<file path="config.mk">
export PLATFORM = sky130hd
export DESIGN_NAME = json_string_unescape_utf8_top
export DESIGN_NICKNAME = d
export VERILOG_FILES = /design/src/hdl/jsu_pkg.sv /design/src/hdl/jsu_front.sv /design/src/hdl/jsu_job_fifo.sv /design/src/hdl/jsu_back.sv /design/src/hdl/json_string_unescape_utf8_top.sv
export VERILOG_INCLUDE_DIRS = /design/src /design/src/hdl
export SDC_FILE = /design/constraint.sdc
export NUM_CORES = 1
export LEC_CHECK = 0
export BUFFER_PORTS_ARGS = -buffer_cell sky130_fd_sc_hd__buf_2
export CAP_MARGIN = 30
export CORE_AREA = 2 2 152 154
export DETAILED_ROUTE_END_ITERATION = 10
export DIE_AREA = 0 0 154 156
export PLACE_DENSITY = 0.65
export SLEW_MARGIN = 20
export SYNTH_ARGS = -nofsm -noshare
export SYNTH_HDL_FRONTEND = slang
export SYNTH_SLANG_ARGS = --single-unit
</file>
<file path="constraint.sdc">
create_clock -name clk -period 4 [get_ports clk]
set_input_delay 0.4 -clock clk [delete_from_list [all_inputs] [get_ports clk]]
set_output_delay 0.4 -clock clk [all_outputs]
set_load 0.03 [all_outputs]
</file>
<file path="src/hdl/assert_macros.svh">
// ---------------------------------------------------------------------------
// Assertion macros for the RTL files; only the request queue uses them.
// Define ASSERT_OFF to compile every check away.
// ---------------------------------------------------------------------------
`ifndef ASSERT_MACROS_SVH
`define ASSERT_MACROS_SVH

`ifndef ASSERT_OFF

// The condition must never hold while out of reset.
`define ASSERT_NEVER(lbl, clk, rst_n, cond) \
  lbl: assert property (@(posedge clk) disable iff (!rst_n) !(cond)) \
    else $error("assertion failed: forbidden condition");

// Whenever the antecedent holds, the consequent must hold in the same cycle.
`define ASSERT_IMPLY(lbl, clk, rst_n, ante, cons) \
  lbl: assert property (@(posedge clk) disable iff (!rst_n) (ante) |-> (cons)) \
    else $error("assertion failed: implication violated");

`else

`define ASSERT_NEVER(lbl, clk, rst_n, cond)
`define ASSERT_IMPLY(lbl, clk, rst_n, ante, cons)

`endif

`endif

</file>
<file path="src/hdl/jsu_pkg.sv">
// ---------------------------------------------------------------------------
// jsu_pkg
// Types, character codes and helper functions of the JSON string unescaper.
// ---------------------------------------------------------------------------
`default_nettype none

package jsu_pkg;

  localparam int JSU_QUEUE_DEPTH = 2;

  localparam logic [7:0] CH_QUOTE  = 8'h22;
  localparam logic [7:0] CH_BSLASH = 8'h5C;
  localparam logic [7:0] CH_U      = 8'h75;
  localparam logic [7:0] CH_B      = 8'h62;
  localparam logic [7:0] CH_F      = 8'h66;
  localparam logic [7:0] CH_N      = 8'h6E;
  localparam logic [7:0] CH_R      = 8'h72;
  localparam logic [7:0] CH_T      = 8'h74;

  localparam logic [15:0] SURR_HI_MIN = 16'hD800;
  localparam logic [15:0] SURR_HI_MAX = 16'hDBFF;
  localparam logic [31:0] SURR_LO_BASE = 32'h0000_DC00;
  localparam logic [31:0] SUPP_BASE    = 32'h0001_0000;

  // One request for the back end: an optional code point to be encoded as
  // UTF-8 (ncp bytes, zero for none) followed by an optional tail result,
  // which is either a plain byte or the string-done marker.
  typedef struct packed {
    logic [2:0]  ncp;
    logic [31:0] cp;
    logic        tail_en;
    logic        tail_done;
    logic [7:0]  tail_byte;
  } jsu_job_t;

  function automatic logic [3:0] hex_of(input logic [7:0] c);
    logic [3:0] v;
    v = 4'd0;
    if (c >= 8'h30 && c <= 8'h39) begin
      v = 4'(c - 8'h30);
    end else if (c >= 8'h61 && c <= 8'h66) begin
      v = 4'(c - 8'h57);
    end else if (c >= 8'h41 && c <= 8'h46) begin
      v = 4'(c - 8'h37);
    end
    return v;
  endfunction

  function automatic logic [2:0] utf8_len(input logic [31:0] cp);
    logic [2:0] n;
    if (cp <= 32'h7F) begin
      n = 3'd1;
    end else if (cp <= 32'h7FF) begin
      n = 3'd2;
    end else if (cp <= 32'hFFFF) begin
      n = 3'd3;
    end else begin
      n = 3'd4;
    end
    return n;
  endfunction

  // Result byte of a simple escape; anything unknown passes through.
  function automatic logic [7:0] esc_byte(input logic [7:0] c);
    logic [7:0] b;
    case (c)
      CH_B:    b = 8'h08;
      CH_F:    b = 8'h0C;
      CH_N:    b = 8'h0A;
      CH_R:    b = 8'h0D;
      CH_T:    b = 8'h09;
      default: b = c;
    endcase
    return b;
  endfunction

  // Surrogate pair join, wrapping at 32 bits like the unsigned arithmetic
  // it mirrors (a low half below 0xDC00 wraps round).
  function automatic logic [31:0] join_pair(input logic [15:0] hi, input logic [15:0] lo);
    logic [31:0] hi_off;
    logic [31:0] lo_off;
    hi_off = ({16'd0, hi} - {16'd0, SURR_HI_MIN}) << 10;
    lo_off = {16'd0, lo} - SURR_LO_BASE;
    return SUPP_BASE + hi_off + lo_off;
  endfunction

endpackage

`default_nettype wire

</file>
<file path="src/hdl/jsu_front.sv">
// ---------------------------------------------------------------------------
// jsu_front
// Escape parser: tracks the string and escape state, one byte per cycle while
// the queue has room, and turns each byte with results into a queue request.
// ---------------------------------------------------------------------------
`default_nettype none

module jsu_front (
  input  wire logic             clk,
  input  wire logic             rst_n,
  input  wire logic             in_valid,
  output logic                  in_stall,
  input  wire logic [7:0]       in_char_byte,
  input  wire logic             in_end_of_text,
  input  wire logic             q_full,
  output logic                  q_push,
  output jsu_pkg::jsu_job_t     q_job
);
  import jsu_pkg::*;

  typedef enum logic [2:0] {
    M_OUTSIDE = 3'd0,
    M_NORMAL  = 3'd1,
    M_ESCAPE  = 3'd2,
    M_HEX     = 3'd3,
    M_SURR    = 3'd4,
    M_AWAIT_U = 3'd5,
    M_LOW_HEX = 3'd6
  } mode_t;

  mode_t       mode_r, mode_nxt;
  logic [15:0] hex_value_r, hex_value_nxt;
  logic [2:0]  hex_cnt_r, hex_cnt_nxt;
  logic [15:0] high_surr_r, high_surr_nxt;

  logic        accept;
  logic [15:0] digit_val;
  logic [2:0]  digit_cnt;
  logic        cp_en;
  logic [31:0] cp_val;
  logic        do_norm;
  logic        do_esc;
  jsu_job_t    job;

  assign in_stall  = q_full;
  assign accept    = in_valid && !q_full;
  assign digit_val = {hex_value_r[11:0], hex_of(in_char_byte)};
  assign digit_cnt = hex_cnt_r + 3'd1;

  always_comb begin
    mode_nxt      = mode_r;
    hex_value_nxt = hex_value_r;
    hex_cnt_nxt   = hex_cnt_r;
    high_surr_nxt = high_surr_r;
    cp_en         = 1'b0;
    cp_val        = 32'd0;
    do_norm       = 1'b0;
    do_esc        = 1'b0;
    job           = '0;

    if (in_end_of_text) begin
      mode_nxt = M_OUTSIDE;
      case (mode_r)
        M_NORMAL, M_ESCAPE: begin
          job.tail_en   = 1'b1;
          job.tail_done = 1'b1;
        end
        M_HEX: begin
          cp_en         = 1'b1;
          cp_val        = {16'd0, hex_value_r};
          job.tail_en   = 1'b1;
          job.tail_done = 1'b1;
        end
        M_SURR, M_AWAIT_U: begin
          cp_en         = 1'b1;
          cp_val        = {16'd0, high_surr_r};
          job.tail_en   = 1'b1;
          job.tail_done = 1'b1;
        end
        M_LOW_HEX: begin
          cp_en         = 1'b1;
          cp_val        = join_pair(high_surr_r, hex_value_r);
          job.tail_en   = 1'b1;
          job.tail_done = 1'b1;
        end
        default: begin
        end
      endcase
    end else begin
      case (mode_r)
        M_NORMAL: begin
          do_norm = 1'b1;
        end
        M_ESCAPE: begin
          do_esc = 1'b1;
        end
        M_HEX: begin
          hex_value_nxt = digit_val;
          hex_cnt_nxt   = digit_cnt;
          if (digit_cnt >= 3'd4) begin
            if (digit_val >= SURR_HI_MIN && digit_val <= SURR_HI_MAX) begin
              high_surr_nxt = digit_val;
              mode_nxt      = M_SURR;
            end else begin
              cp_en    = 1'b1;
              cp_val   = {16'd0, digit_val};
              mode_nxt = M_NORMAL;
            end
          end
        end
        M_SURR: begin
          if (in_char_byte == CH_BSLASH) begin
            mode_nxt = M_AWAIT_U;
          end else begin
            cp_en   = 1'b1;
            cp_val  = {16'd0, high_surr_r};
            do_norm = 1'b1;
          end
        end
        M_AWAIT_U: begin
          if (in_char_byte == CH_U) begin
            hex_value_nxt = 16'd0;
            hex_cnt_nxt   = 3'd0;
            mode_nxt      = M_LOW_HEX;
          end else begin
            cp_en  = 1'b1;
            cp_val = {16'd0, high_surr_r};
            do_esc = 1'b1;
          end
        end
        M_LOW_HEX: begin
          hex_value_nxt = digit_val;
          hex_cnt_nxt   = digit_cnt;
          if (digit_cnt >= 3'd4) begin
            cp_en    = 1'b1;
            cp_val   = join_pair(high_surr_r, digit_val);
            mode_nxt = M_NORMAL;
          end
        end
        default: begin
          // The opening quote, or whatever byte stands in its place.
          mode_nxt = M_NORMAL;
        end
      endcase

      if (do_norm) begin
        mode_nxt = M_NORMAL;
        if (in_char_byte == CH_QUOTE) begin
          job.tail_en   = 1'b1;
          job.tail_done = 1'b1;
          mode_nxt      = M_OUTSIDE;
        end else if (in_char_byte == CH_BSLASH) begin
          mode_nxt = M_ESCAPE;
        end else begin
          job.tail_en   = 1'b1;
          job.tail_byte = in_char_byte;
        end
      end

      if (do_esc) begin
        mode_nxt = M_NORMAL;
        if (in_char_byte == CH_U) begin
          hex_value_nxt = 16'd0;
          hex_cnt_nxt   = 3'd0;
          mode_nxt      = M_HEX;
        end else begin
          job.tail_en   = 1'b1;
          job.tail_byte = esc_byte(in_char_byte);
        end
      end
    end

    job.cp  = cp_val;
    job.ncp = cp_en ? utf8_len(cp_val) : 3'd0;
  end

  assign q_job  = job;
  assign q_push = accept && ((job.ncp != 3'd0) || job.tail_en);

  always_ff @(posedge clk) begin
    if (!rst_n) begin
      mode_r      <= M_OUTSIDE;
      hex_value_r <= 16'd0;
      hex_cnt_r   <= 3'd0;
      high_surr_r <= 16'd0;
    end else if (accept) begin
      mode_r      <= mode_nxt;
      hex_value_r <= hex_value_nxt;
      hex_cnt_r   <= hex_cnt_nxt;
      high_surr_r <= high_surr_nxt;
    end
  end

endmodule

`default_nettype wire

</file>
<file path="src/hdl/jsu_job_fifo.sv">
// ---------------------------------------------------------------------------
// jsu_job_fifo
// Small request queue between the parser and the UTF-8 emitter.
// ---------------------------------------------------------------------------
`default_nettype none

`include "assert_macros.svh"

module jsu_job_fifo #(
  parameter int DEPTH = jsu_pkg::JSU_QUEUE_DEPTH
) (
  input  wire logic               clk,
  input  wire logic               rst_n,
  input  wire logic               push,
  input  wire jsu_pkg::jsu_job_t  push_job,
  input  wire logic               pop,
  output logic                    full,
  output logic                    not_empty,
  output jsu_pkg::jsu_job_t       head_job
);
  import jsu_pkg::*;

  localparam int PTR_W = $clog2(DEPTH);
  localparam int CNT_W = $clog2(DEPTH + 1);
  localparam logic [PTR_W-1:0] LAST_PTR = PTR_W'(DEPTH - 1);
  localparam logic [CNT_W-1:0] FULL_CNT = CNT_W'(DEPTH);

  jsu_job_t           slot_r [DEPTH];
  logic [PTR_W-1:0]   wr_ptr_r, wr_ptr_nxt;
  logic [PTR_W-1:0]   rd_ptr_r, rd_ptr_nxt;
  logic [CNT_W-1:0]   count_r, count_nxt;

  assign full      = (count_r == FULL_CNT);
  assign not_empty = (count_r != '0);
  assign head_job  = slot_r[rd_ptr_r];

  always_comb begin
    wr_ptr_nxt = wr_ptr_r;
    rd_ptr_nxt = rd_ptr_r;
    count_nxt  = count_r;
    if (push) begin
      wr_ptr_nxt = (wr_ptr_r == LAST_PTR) ? '0 : wr_ptr_r + 1'b1;
    end
    if (pop) begin
      rd_ptr_nxt = (rd_ptr_r == LAST_PTR) ? '0 : rd_ptr_r + 1'b1;
    end
    case ({push, pop})
      2'b10:   count_nxt = count_r + 1'b1;
      2'b01:   count_nxt = count_r - 1'b1;
      default: count_nxt = count_r;
    endcase
  end

  always_ff @(posedge clk) begin
    if (!rst_n) begin
      wr_ptr_r <= '0;
      rd_ptr_r <= '0;
      count_r  <= '0;
    end else begin
      wr_ptr_r <= wr_ptr_nxt;
      rd_ptr_r <= rd_ptr_nxt;
      count_r  <= count_nxt;
    end
  end

  always_ff @(posedge clk) begin
    if (push) begin
      slot_r[wr_ptr_r] <= push_job;
    end
  end

  `ASSERT_NEVER(a_no_push_when_full, clk, rst_n, push && full)
  `ASSERT_NEVER(a_no_pop_when_empty, clk, rst_n, pop && !not_empty)
  `ASSERT_NEVER(a_count_in_range, clk, rst_n, count_r > FULL_CNT)
  `ASSERT_IMPLY(a_ptrs_meet_at_ends, clk, rst_n, (count_r == '0) || full, wr_ptr_r == rd_ptr_r)

endmodule

`default_nettype wire

</file>
<file path="src/hdl/jsu_back.sv">
// ---------------------------------------------------------------------------
// jsu_back
// Emitter: walks the request at the head of the queue one result per cycle
// while the output is not stalled (UTF-8 bytes first, then the tail byte or
// done marker) into the output register.
// ---------------------------------------------------------------------------
`default_nettype none

module jsu_back (
  input  wire logic               clk,
  input  wire logic               rst_n,
  input  wire logic               head_valid,
  input  wire jsu_pkg::jsu_job_t  head_job,
  output logic                    pop,
  output logic                    out_valid,
  input  wire logic               out_stall,
  output logic [7:0]              out_byte,
  output logic                    out_byte_valid,
  output logic                    out_string_done,
  output logic                    out_last_of_run
);
  import jsu_pkg::*;

  logic       out_valid_r;
  logic [7:0] out_byte_r;
  logic       byte_valid_r;
  logic       string_done_r;
  logic       last_of_run_r;
  logic [2:0] idx_r, idx_nxt;

  logic       load_ok;
  logic       emit;
  logic [2:0] total;
  logic       is_last;
  logic       in_cp;
  logic [7:0] cp_byte;
  logic [7:0] res_byte;
  logic       res_valid;
  logic       res_done;

  assign load_ok = !out_valid_r || !out_stall;
  assign emit    = head_valid && load_ok;
  assign total   = head_job.ncp + {2'b00, head_job.tail_en};
  assign is_last = (idx_r == total - 3'd1);
  assign in_cp   = (idx_r < head_job.ncp);
  assign pop     = emit && is_last;
  assign idx_nxt = is_last ? 3'd0 : idx_r + 3'd1;

  // UTF-8 byte at the current index; leading byte carries the length mark.
  always_comb begin
    cp_byte = 8'h00;
    case (head_job.ncp)
      3'd1: begin
        cp_byte = head_job.cp[7:0];
      end
      3'd2: begin
        case (idx_r[1:0])
          2'd0:    cp_byte = 8'hC0 | head_job.cp[13:6];
          default: cp_byte = {2'b10, head_job.cp[5:0]};
        endcase
      end
      3'd3: begin
        case (idx_r[1:0])
          2'd0:    cp_byte = 8'hE0 | head_job.cp[19:12];
          2'd1:    cp_byte = {2'b10, head_job.cp[11:6]};
          default: cp_byte = {2'b10, head_job.cp[5:0]};
        endcase
      end
      3'd4: begin
        case (idx_r[1:0])
          2'd0:    cp_byte = 8'hF0 | head_job.cp[25:18];
          2'd1:    cp_byte = {2'b10, head_job.cp[17:12]};
          2'd2:    cp_byte = {2'b10, head_job.cp[11:6]};
          default: cp_byte = {2'b10, head_job.cp[5:0]};
        endcase
      end
      default: begin
        cp_byte = 8'h00;
      end
    endcase
  end

  always_comb begin
    if (in_cp) begin
      res_byte  = cp_byte;
      res_valid = 1'b1;
      res_done  = 1'b0;
    end else begin
      res_byte  = head_job.tail_byte;
      res_valid = !head_job.tail_done;
      res_done  = head_job.tail_done;
    end
  end

  always_ff @(posedge clk) begin
    if (!rst_n) begin
      out_valid_r <= 1'b0;
      idx_r       <= 3'd0;
    end else begin
      if (load_ok) begin
        out_valid_r <= head_valid;
      end
      if (emit) begin
        idx_r <= idx_nxt;
      end
    end
  end

  always_ff @(posedge clk) begin
    if (emit) begin
      out_byte_r    <= res_byte;
      byte_valid_r  <= res_valid;
      string_done_r <= res_done;
      last_of_run_r <= is_last;
    end
  end

  assign out_valid       = out_valid_r;
  assign out_byte        = out_byte_r;
  assign out_byte_valid  = byte_valid_r;
  assign out_string_done = string_done_r;
  assign out_last_of_run = last_of_run_r;

endmodule

`default_nettype wire

</file>
<file path="src/hdl/json_string_unescape_utf8_top.sv">
// The request of each taken byte is queued, then emitted into the output register.
// Throughput: one byte per cycle while out_stall is low and each byte gives at most one
// result; a byte with more (up to five) holds the emitter, the queue absorbing the rest.
// Reset: rst_n is synchronous and active low; it returns the parser outside a string
// and empties the queue and the output register.
// ---------------------------------------------------------------------------
// json_string_unescape_utf8_top
// JSON string unescaper with UTF-8 output: parser front end, request queue
// and byte emitter.
// ---------------------------------------------------------------------------
`default_nettype none

module json_string_unescape_utf8_top #(
  parameter int QUEUE_DEPTH = jsu_pkg::JSU_QUEUE_DEPTH
) (
  input  wire logic       clk,
  input  wire logic       rst_n,
  input  wire logic       in_valid,
  output logic            in_stall,
  input  wire logic [7:0] in_char_byte,
  input  wire logic       in_end_of_text,
  output logic            out_valid,
  input  wire logic       out_stall,
  output logic [7:0]      out_byte,
  output logic            out_byte_valid,
  output logic            out_string_done,
  output logic            out_last_of_run
);
  import jsu_pkg::*;

  logic     q_push;
  logic     q_pop;
  logic     q_full;
  logic     q_not_empty;
  jsu_job_t q_in_job;
  jsu_job_t q_head_job;

  jsu_front u_front (
    .clk            (clk),
    .rst_n          (rst_n),
    .in_valid       (in_valid),
    .in_stall       (in_stall),
    .in_char_byte   (in_char_byte),
    .in_end_of_text (in_end_of_text),
    .q_full         (q_full),
    .q_push         (q_push),
    .q_job          (q_in_job)
  );

  jsu_job_fifo #(
    .DEPTH (QUEUE_DEPTH)
  ) u_fifo (
    .clk       (clk),
    .rst_n     (rst_n),
    .push      (q_push),
    .push_job  (q_in_job),
    .pop       (q_pop),
    .full      (q_full),
    .not_empty (q_not_empty),
    .head_job  (q_head_job)
  );

  jsu_back u_back (
    .clk             (clk),
    .rst_n           (rst_n),
    .head_valid      (q_not_empty),
    .head_job        (q_head_job),
    .pop             (q_pop),
    .out_valid       (out_valid),
    .out_stall       (out_stall),
    .out_byte        (out_byte),
    .out_byte_valid  (out_byte_valid),
    .out_string_done (out_string_done),
    .out_last_of_run (out_last_of_run)
  );

endmodule

`default_nettype wire

</file>
==> impl_metrics.json, run 1 <==
{
  "fin_crit_sh": 0.9686,
  "syn-cell-area_um2": 9876,
  "cellPowerDensity_nw_per_um2": 276.1,
  "dieArea_um2": 24020,
  "hp-start": "out_stall",
  "yosysWarnings": 0,
  "dpl.cell_count": 1443,
  "ant_nets": 0,
  "dp_hpwl_um": 20710,
  "report.final.slew_viol_count": 0,
  "synth-edff-count": 81,
  "internal-power_w": 0.002430,
  "max-cap-violations": 0,
  "cts.sinks": 128,
  "hold_slack_ns": 0.2492,
  "hold_buffers": 0,
  "crit_top_cell": "or4_4",
  "drcViolationCount": 0,
  "fillCellCount": 2032,
  "htreeDepth": 4,
  "seqPwrFrac": 0.445,
  "ys.flop_type": "edfxtp_1",
  "drive_gt1_frac": 0.1806,
  "r2r-end": "u_fifo.slot_r[0][43]",
  "cts_tree": "done",
  "place_ws_ns": -0.04576,
  "via_per_inst": 6.184,
  "die_w_um": 154,
  "fin_crit_ns": 3.874,
  "ff2ff_setup_slack_ns": 0.13,
  "grt_max_degree": 39,
  "insertion_delay_ns": 0.42,
  "grt_pass1_vias": 8428,
  "overflow": 0,
  "required_ns": 4.26,
  "setup_slack_ns": 0.1256,
  "arrival_ns": 4.14,
  "setup_viol": 0,
  "max-slew-margin-rel": 0.4623,
  "syn_to_final_growth_pct": 17.73,
  "p_sw_w": 0.0007800,
  "synth-seq-area-share": 0.3416,
  "rsz0062_at_grt": "yes",
  "final_util": 0.5198,
  "via_count": 9158,
  "crit_path_end_kind": "flop",
  "outcome": "finished clean",
  "synthArstFlopShare": 0,
  "synth_nets": 1195,
  "hold_path.class": "in -> reg",
  "routedWlPerCell_um": 19.09,
  "crit_slowest_cell": "or4_4",
  "synth_seq_cells": 128,
  "cp-start-kind": "flop",
  "rows": 55,
  "tightestPinTransition_ns": 0.8051,
  "initial_core_util": 0.4416,
  "clk_pin_slew_ns": 0.06,
  "avgSynthCellArea_um2": 8.833,
  "drt_iter0_drc": 821,
  "path_cells": "buf_6, buf_8, nand2_4, or4_4, o21ai_2, a221oi_2, xnor2_1, ha_2, o21a_1, o22a_1, a311o_1, a211oi_2, o211ai_1, or4_4, nand3_4, nand4_1, a21oi_2",
  "swShare": 0.2430,
  "num_io_pins": 26,
  "cts_buffers": 17,
  "n_antenna_cell": 0,
  "worstSetupPathType": "reg -> reg",
  "finalHoldViolCount": 0,
  "cp_max_fo": 6,
  "final_cells": 1481,
  "r2r_cells": 17,
  "ir_worst_vdd_uv": 268.5,
  "layout.nets": 1260,
  "die_h_um": 156,
  "combinationalPowerShare": 0.075,
  "synthCells": 1118,
  "r2r-start": "u_front.high_surr_r[11]",
  "firstDrtPassIters": 8,
  "wl_um": 28280,
  "hold_depth": 3,
  "whs_endpoint": "u_back.out_valid",
  "root_buffer": "clkbuf_16",
  "grt_first_pass_wirelength_um": 44220,
  "max_freq_mhz": 258.1,
  "antenna_found_initial": 0,
  "pwr-share-clk": 0.480,
  "netlist-cell-type-count": 76,
  "core_region_area_um2": 22370,
  "finClkSkew_ns": 0.01104,
  "setup_tns_ns": 0,
  "gr-usage-all-layers": 0.2313,
  "port-buffer-count": 25,
  "cp_slowest_stage_delay_ns": 0.55,
  "cts_buffer_depth": 2,
  "gp_congestion": 0.9652,
  "leakage_nw": 4.326
}
## synth_stat cells (28+ instances only)
library cell / n / area share
clkbuf_1: 54 / 0.021
edfxtp_1: 81 / 0.25
nor3_1: 28 / 0.014
mux2i_1: 31 / 0.031
nand2_1: 83 / 0.032
nor2b_1: 39 / 0.025
dfxtp_1: 47 / 0.095
a21oi_1: 81 / 0.041
nand3_1: 29 / 0.015
o21ai_0: 63 / 0.032
a22oi_1: 33 / 0.025
inv_1: 40 / 0.015
nor2_1: 83 / 0.032
xnor2_1: 32 / 0.028
ha_1: 62 / 0.079
## per-stage QoR
step / power, W / area (um2)
after floorplan: 0.001620 / 9897
after global placement: 0.001690 / 10750
after detailed placement: 0.001694 / 10750
after CTS: 0.003226 / 11380
after global routing: 0.003319 / 11630
final: 0.003210 / 11630
## layout by cell type, fill, tap and decap left out, types with 7 or more instances in the layout
| cell | instances |
|---|---|
| buf_4 | 77 |
| a21boi_0 | 9 |
| a211oi_1 | 14 |
| a21oi_1 | 77 |
| nor3_1 | 24 |
| and2_1 | 11 |
| clkbuf_16 | 17 |
| edfxtp_1 | 81 |
| nand2b_1 | 11 |
| nor2_1 | 81 |
| o22ai_1 | 18 |
| nand3_1 | 26 |
| a22o_1 | 7 |
| inv_1 | 39 |
| a22oi_1 | 33 |
| nand4_1 | 10 |
| mux2i_1 | 31 |
| buf_2 | 25 |
| a221oi_1 | 20 |
| o21ai_0 | 57 |
| mux2_2 | 22 |
| xnor2_1 | 32 |
| nand2_1 | 82 |
| a21o_1 | 22 |
| and3_1 | 13 |
| nand4b_1 | 9 |
| nor2b_1 | 39 |
| dfxtp_1 | 42 |
| o211ai_1 | 10 |
| ha_1 | 56 |
| xor2_1 | 18 |
| o21a_1 | 13 |
## metal layers
layer / share of wire / vias to the layer above / wire [um] / GRT usage
met5: 0 / - / 0 / 0
met4: 0.033 / 0 / 947 / 0.08634
met3: 0.069 / 83 / 1947 / 0.03861
met2: 0.46 / 345 / 13030 / 0.3801
met1: 0.44 / 4334 / 12350 / 0.3067
li1: - / 4396 / - / -
## how the worst max path moves through the flow
| stage | end | depth (start not counted) | slack, ns | startpoint |
|---|---|---|---|---|
| after floorplan | u_fifo.slot_r[0][42] | 18 | 0.008 | u_front.high_surr_r[11] |
| after global placement | u_fifo.slot_r[1][42] | 17 | 0.04 | u_front.high_surr_r[11] |
| after detailed placement | u_fifo.slot_r[1][43] | 17 | -0.05 | u_front.high_surr_r[11] |
| after CTS | u_fifo.slot_r[0][43] | 16 | 0.006 | u_front.high_surr_r[6] |
| after global routing | u_fifo.slot_r[0][43] | 16 | -0.05 | u_front.high_surr_r[12] |
| final | u_fifo.slot_r[0][43] | 17 | 0.13 | u_front.high_surr_r[11] |
## final cells by class
class	instances	area (um2)	area share
clock buffer	17	425.4	0.03659
clock inverter	15	156.4	0.01345
inverter	40	150.1	0.01291
multi-input combinational	887	6352	0.5464
sequential	128	3382	0.2909
tap	285	356.6	0.03067
timing repair buffer	109	803.3	0.06909
## logic make-up after synthesis
logic type,Yosys count,synth area share
buf+inv,103,0.04105
flops,128,0.3416
compound gates,362,0.2487
mux,53,0.05651
simple gates,358,0.1852
xor+xnor,50,0.04434
fa+ha+maj,64,0.08260
## power by group through the flow
stage	clock, W	sequential (W)	combinational (W)
floorplan	0	0.00147	0.000153
global placement	0	0.00145	0.000235
detailed placement	0	0.00146	0.000239
CTS	0.00156	0.00143	0.000239
global route	0.00163	0.00143	0.000265
finish	0.00154	0.00143	0.000241
## repair_timing
item | CTS | global route
pin swaps | 5 | 22
buffers inserted | 1 | 6
setup endpoints to repair | 4 | 6
resized for setup | 10 | 50
## flip-flops by register name, summed over array words and instances, names as in the netlist, named ones only
register / cells
u_fifo.slot_r: 70
u_front.hex_value_r: 16
u_front.high_surr_r: 16
u_back.out_byte: 8
u_back.idx_r: 3
u_front.hex_cnt_r: 3
u_front.mode_r: 3
u_fifo.count_r: 2
u_back.out_byte_valid: 1
u_back.out_last_of_run: 1
u_back.out_string_done: 1
u_back.out_valid: 1
u_fifo.rd_ptr_r: 1
u_fifo.wr_ptr_r: 1
## worst max-delay path: cells and delay by family, from the launching register on
| kind | cells | cell delay, ns |
|---|---|---|
| AO/OA/AOI/OAI | 8 | 1.30 |
| XOR/XNOR | 1 | 0.22 |
| adder cells (fa/ha/maj) | 1 | 0.33 |
| buffers and inverters | 2 | 0.21 |
| flip-flops | 1 | 0.34 |
| AND/OR/NAND/NOR | 5 | 1.30 |
Power figures use the tool's default switching activity.
==> run 2, diff against run 1 <==
PLACE_DENSITY = 0.63   (was 0.65)
RECOVER_POWER = 100   (was default)
==> impl_metrics.json, run 2 (synthesis gave the netlist of run 1 again) <==
{
  "outcome": "finished clean",
  "setup_tns_ns": 0,
  "grt_first_pass_wirelength_um": 45550,
  "clk_pin_slew_ns": 0.06,
  "cp_top_family": "simple AND/OR/NAND/NOR gates",
  "syn_to_final_growth_pct": 17.18,
  "hold_buffers": 0,
  "cp_max_fo": 3,
  "leakage_nw": 4.210,
  "htreeDepth": 4,
  "max-slew-margin-rel": 0.2291,
  "rows": 55,
  "regMostFlops": "u_fifo.slot_r",
  "max_freq_mhz": 258.1,
  "highest_layer": "met4",
  "wl_um": 28480,
  "required_ns": 4.27,
  "hold_slack_ns": 0.2517,
  "core_region_area_um2": 22370,
  "mostFrequentLayoutCell": "nand2_1",
  "root_buffer": "clkbuf_16",
  "finClkSkew_ns": 0.01339,
  "place_area_um2": 10770,
  "cts_tree": "done",
  "crit_slowest_cell": "or4_4",
  "dieArea_um2": 24020,
  "worstSetupPathType": "reg -> reg",
  "antenna_found_initial": 0,
  "ff2ff_setup_slack_ns": 0.12,
  "die_w_um": 154,
  "n_antenna_cell": 0,
  "cp-startpoint": "u_front.high_surr_r[11]",
  "crit_end": "u_fifo.slot_r[0][43]",
  "critPathBufInv": 2,
  "overflow": 0,
  "cp_slowest_stage_delay_ns": 0.56,
  "fillCellCount": 2081,
  "power.total_w": 0.003227,
  "via_count": 9188,
  "cellPowerDensity_nw_per_um2": 278.8,
  "insertion_delay_ns": 0.43,
  "report.final.slew_viol_count": 0,
  "dr_wl_met3_um": 1859,
  "drt_iter0_drc": 916,
  "design_area_um2": 11570,
  "fin_crit_sh": 0.9688,
  "cp-start-kind": "flop",
  "firstDrtPassIters": 5,
  "reg_top3": "u_fifo.slot_r (70), u_front.hex_value_r (16), u_front.high_surr_r (16)",
  "largest_reg_flops": 70,
  "routedWlPerCell_um": 19.27,
  "gr-usage-all-layers": 0.2384,
  "wl_met1_um": 12620,
  "ir_worst_vdd_uv": 255.6,
  "crit_path_end_kind": "flop",
  "die_h_um": 156,
  "drive_gt1_frac": 0.1660,
  "grt_max_degree": 37,
  "ant_nets": 0,
  "r2r-start": "u_front.high_surr_r[11]",
  "tightestPinTransition_ns": 1.142,
  "hold_path.class": "in -> reg",
  "cts_buffers": 17,
  "setup_slack_ns": 0.1249,
  "num_io_pins": 26,
  "via_per_inst": 6.217,
  "r2r-end": "u_fifo.slot_r[0][43]",
  "place_ws_ns": -0.09540,
  "path_cells": "buf_6, ha_4, or4_4, o21ai_2, a221oi_2, xnor2_1, ha_2, buf_4, nor2_2, o211ai_1, o22a_1, a311o_1, a211oi_2, o211ai_1, or4_4, nand3_4, nand4_1, a21oi_2",
  "port-buffer-count": 25,
  "wl_met2_um": 13140,
  "rsz0062_at_grt": "yes",
  "mostFrequentLayoutCells": "nand2_1 (82), edfxtp_1 (81), nor2_1 (80)",
  "r2r_cells": 18,
  "cts_buffer_depth": 2,
  "layout.nets": 1257,
  "arrival_ns": 4.15,
  "cts.sinks": 128,
  "drcViolationCount": 0,
  "path_depth": 18,
  "max-cap-violations": 0,
  "dp_hpwl_um": 21000,
  "initial_core_util": 0.4416,
  "fin_crit_ns": 3.875,
  "finalHoldViolCount": 0,
  "setup_viol": 0,
  "gp_congestion": 0.9543,
  "grt_pass1_vias": 8665
}
## run 2: repair_timing
| action | 4_1_cts | 5_1_grt |
|---|---|---|
| cloned | 0 | 0 |
| resized for setup | 8 | 63 |
| endpoints found under the setup margin | 6 | 6 |
| setup buffers | 0 | 2 |
| pin swaps | 4 | 18 |
## run 2: area by class of cell
type | instances | area [um2] | area share
inverters | 40 | 150.1 | 0.01297
clock inverters | 15 | 166.4 | 0.01438
flip-flops and latches | 128 | 3381 | 0.2921
repair buffers | 106 | 694.4 | 0.06001
well taps | 285 | 356.6 | 0.03081
clock buffers | 17 | 425.4 | 0.03676
multi-input cells | 887 | 6399 | 0.5529
## run 2: where the power goes
| part | internal [W] | total (W) | switching [W] |
|---|---|---|---|
| Combinational | 0.0000827 | 0.000239 | 0.000156 |
| Sequential | 0.00142 | 0.00143 | 0.00000786 |
| Clock | 0.000886 | 0.00156 | 0.000676 |
| Total | 0.00239 | 0.00323 | 0.000840 |
## run 2: worst min path at each step
stage	start	slack, ns	depth (start not counted)	end
global placement	u_back.out_valid	0.46	2	u_back.out_valid
detailed placement	u_back.out_valid	0.49	2	u_back.out_valid
finish	out_stall	0.25	3	u_back.out_valid
CTS	out_stall	0.24	3	u_back.out_valid
global route	out_stall	0.25	3	u_back.out_valid
floorplan	u_fifo.rd_ptr_r	0.47	2	flop
## run 2: metal layers
metal / GRT usage / vias up
met5: 0 / -
met4: 0.08545 / 0
met3: 0.03500 / 68
met2: 0.3936 / 358
met1: 0.3191 / 4378
li1: - / 4384
## run 2: stage by stage
step | std cells | util
after floorplan | 1118 | -
after global placement | 1443 | 0.4811
after detailed placement | 1444 | 0.4816
after CTS | 1476 | 0.5100
after global routing | 1478 | 0.5174
final | 1478 | 0.5174
## run 2: worst reg2reg max path, cell delays in order, from the launching register on
cell	delay [ns]
dfxtp_2	0.33
buf_6	0.12
ha_4	0.15
or4_4	0.47
o21ai_2	0.08
a221oi_2	0.07
xnor2_1	0.17
ha_2	0.22
buf_4	0.14
nor2_2	0.07
o211ai_1	0.09
o22a_1	0.26
a311o_1	0.30
a211oi_2	0.19
o211ai_1	0.12
or4_4	0.57
nand3_4	0.09
nand4_1	0.14
a21oi_2	0.16
==> run 3, diff against run 2 <==
PLACE_DENSITY = default   (was 0.63)
==> impl_metrics.json, run 3 (synthesis gave the netlist of run 1 again) <==
{
  "cts.sinks": 128,
  "core_region_area_um2": 22370,
  "cts_buffer_depth": 2,
  "port-buffer-count": 25,
  "initial_core_util": 0.4416,
  "firstDrtPassIters": 8,
  "setup_viol": 0,
  "ir_worst_vdd_uv": 233.1,
  "drive_gt1_frac": 0.1733,
  "leakage_nw": 4.260,
  "root_buffer": "clkbuf_16",
  "htreeDepth": 4,
  "n_antenna_cell": 0,
  "path_cells": "buf_4, ha_4, or4_4, o21ai_2, a221oi_2, xnor2_1, ha_2, buf_4, a21oi_4, buf_4, o21bai_1, a21oi_1, o21ai_0, a211oi_2, o211ai_1, or4_4, nand3_4, nand4_1, a21oi_2",
  "via_count": 9160,
  "fin_crit_ns": 3.926,
  "cp_max_fo": 3,
  "crit_slowest_cell": "or4_4",
  "max-slew-margin-rel": 0.1993,
  "regMostFlops": "u_fifo.slot_r",
  "drcViolationCount": 0,
  "dp_hpwl_um": 21300,
  "outcome": "finished clean",
  "overflow": 0,
  "wl_um": 29470,
  "setup_tns_ns": 0,
  "num_io_pins": 26,
  "crit_path_end_kind": "flop",
  "final_cells": 1485,
  "drt_iter0_drc": 859,
  "tightestPinTransition_ns": 1.186,
  "hold_slack_ns": 0.2366,
  "hold_path.class": "in -> reg",
  "crit_top_cell": "buf_4",
  "antenna_found_initial": 0,
  "via_per_inst": 6.168,
  "insertion_delay_ns": 0.43,
  "finalHoldViolCount": 0,
  "cp_top_family": "compound AO/OA/AOI/OAI gates",
  "cts_tree": "done",
  "max-cap-violations": 0,
  "cts_buffers": 17,
  "routedWlPerCell_um": 19.84,
  "cp-start-kind": "flop",
  "critPathBufInv": 3,
  "required_ns": 4.27,
  "gr-usage-all-layers": 0.2440,
  "arrival_ns": 4.19,
  "rows": 55,
  "dieArea_um2": 24020,
  "report.final.slew_viol_count": 0,
  "gp_congestion": 0.9498,
  "mostFrequentLayoutCell": "nand2_1",
  "die_h_um": 156,
  "mostFrequentLayoutCells": "nand2_1 (82), edfxtp_1 (81), nor2_1 (79)",
  "syn_to_final_growth_pct": 18.46,
  "die_w_um": 154,
  "layout.nets": 1264,
  "cp_slowest_stage_delay_ns": 0.52,
  "worstSetupPathType": "reg -> reg",
  "cellPowerDensity_nw_per_um2": 277.3,
  "max_freq_mhz": 254.7,
  "ant_nets": 0,
  "clk_pin_slew_ns": 0.07,
  "grt_max_degree": 37,
  "finClkSkew_ns": 0.01240,
  "grt_first_pass_wirelength_um": 46220,
  "fin_crit_sh": 0.9814,
  "grt_pass1_vias": 8503,
  "reg_top3": "u_fifo.slot_r (70), u_front.hex_value_r (16), u_front.high_surr_r (16)",
  "largest_reg_flops": 70,
  "dpl.cell_count": 1445
}
## run 3: metal layers
metal	wire, um	vias up	track usage
met3	1727	47	0.03222
met5	0	-	0
met2	13630	356	0.3995
met4	655	0	0.06453
li1	-	4408	-
met1	13450	4349	0.3406
## run 3: repair_timing
action,CTS,global route
resized for setup,8,65
hold buffers,0,0
buffers inserted,0,9
endpoints found under the setup margin,6,6
cloned,0,0
pin swaps,5,28
## run 3: report_power, final
group | switching [W] | internal, W | leakage (nW)
sequential | 0.00000811 | 0.00142 | 1.13
combinational | 0.000157 | 0.0000829 | 2.84
clock | 0.000688 | 0.000890 | 0.287
## run 3: layout make-up
class	instances	area (um2)
Timing Repair Buffer	113	748.2
Inverter	40	150.1
Tap cell	285	356.6
Fill cell	2072	10670
Multi-Input combinational cell	887	6477
Sequential cell	128	3376
Clock inverter	15	165.2
Clock buffer	17	425.4
## run 3: through the flow
step           utilization  total power, W  area [um2]  setup WS, ns
2_1_floorplan            -        0.001620        9897      0.008070
3_3_place_gp        0.4818        0.001695       10780       0.01691
3_5_place_dp        0.4821        0.001698       10780       -0.1268
4_1_cts             0.5098        0.003256       11400       0.03069
5_1_grt             0.5231        0.003353       11700      -0.07623
6_report            0.5231        0.003244       11700       0.07431
## run 3: final timing paths
| kind | cells after the start | slack (ns) | start | endpoint |
|---|---|---|---|---|
| worst min register to register | 2 | 0.48 | u_back.out_valid | u_back.out_valid |
| worst max register to register | 19 | 0.07 | u_front.high_surr_r[11] | u_fifo.slot_r[0][43] |
| worst max-delay path | 19 | 0.07 | u_front.high_surr_r[11] | u_fifo.slot_r[0][43] |
| worst min-delay path | 3 | 0.24 | out_stall | u_back.out_valid |
## run 3: worst register-to-register path, delay by kind of cell, from the launching register on
family / cells / cell delay, ns
xor+xnor: 1 / 0.17
fa+ha+maj: 2 / 0.38
compound gates: 9 / 1.24
buf+inv: 3 / 0.42
simple gates: 4 / 1.22
flops: 1 / 0.33
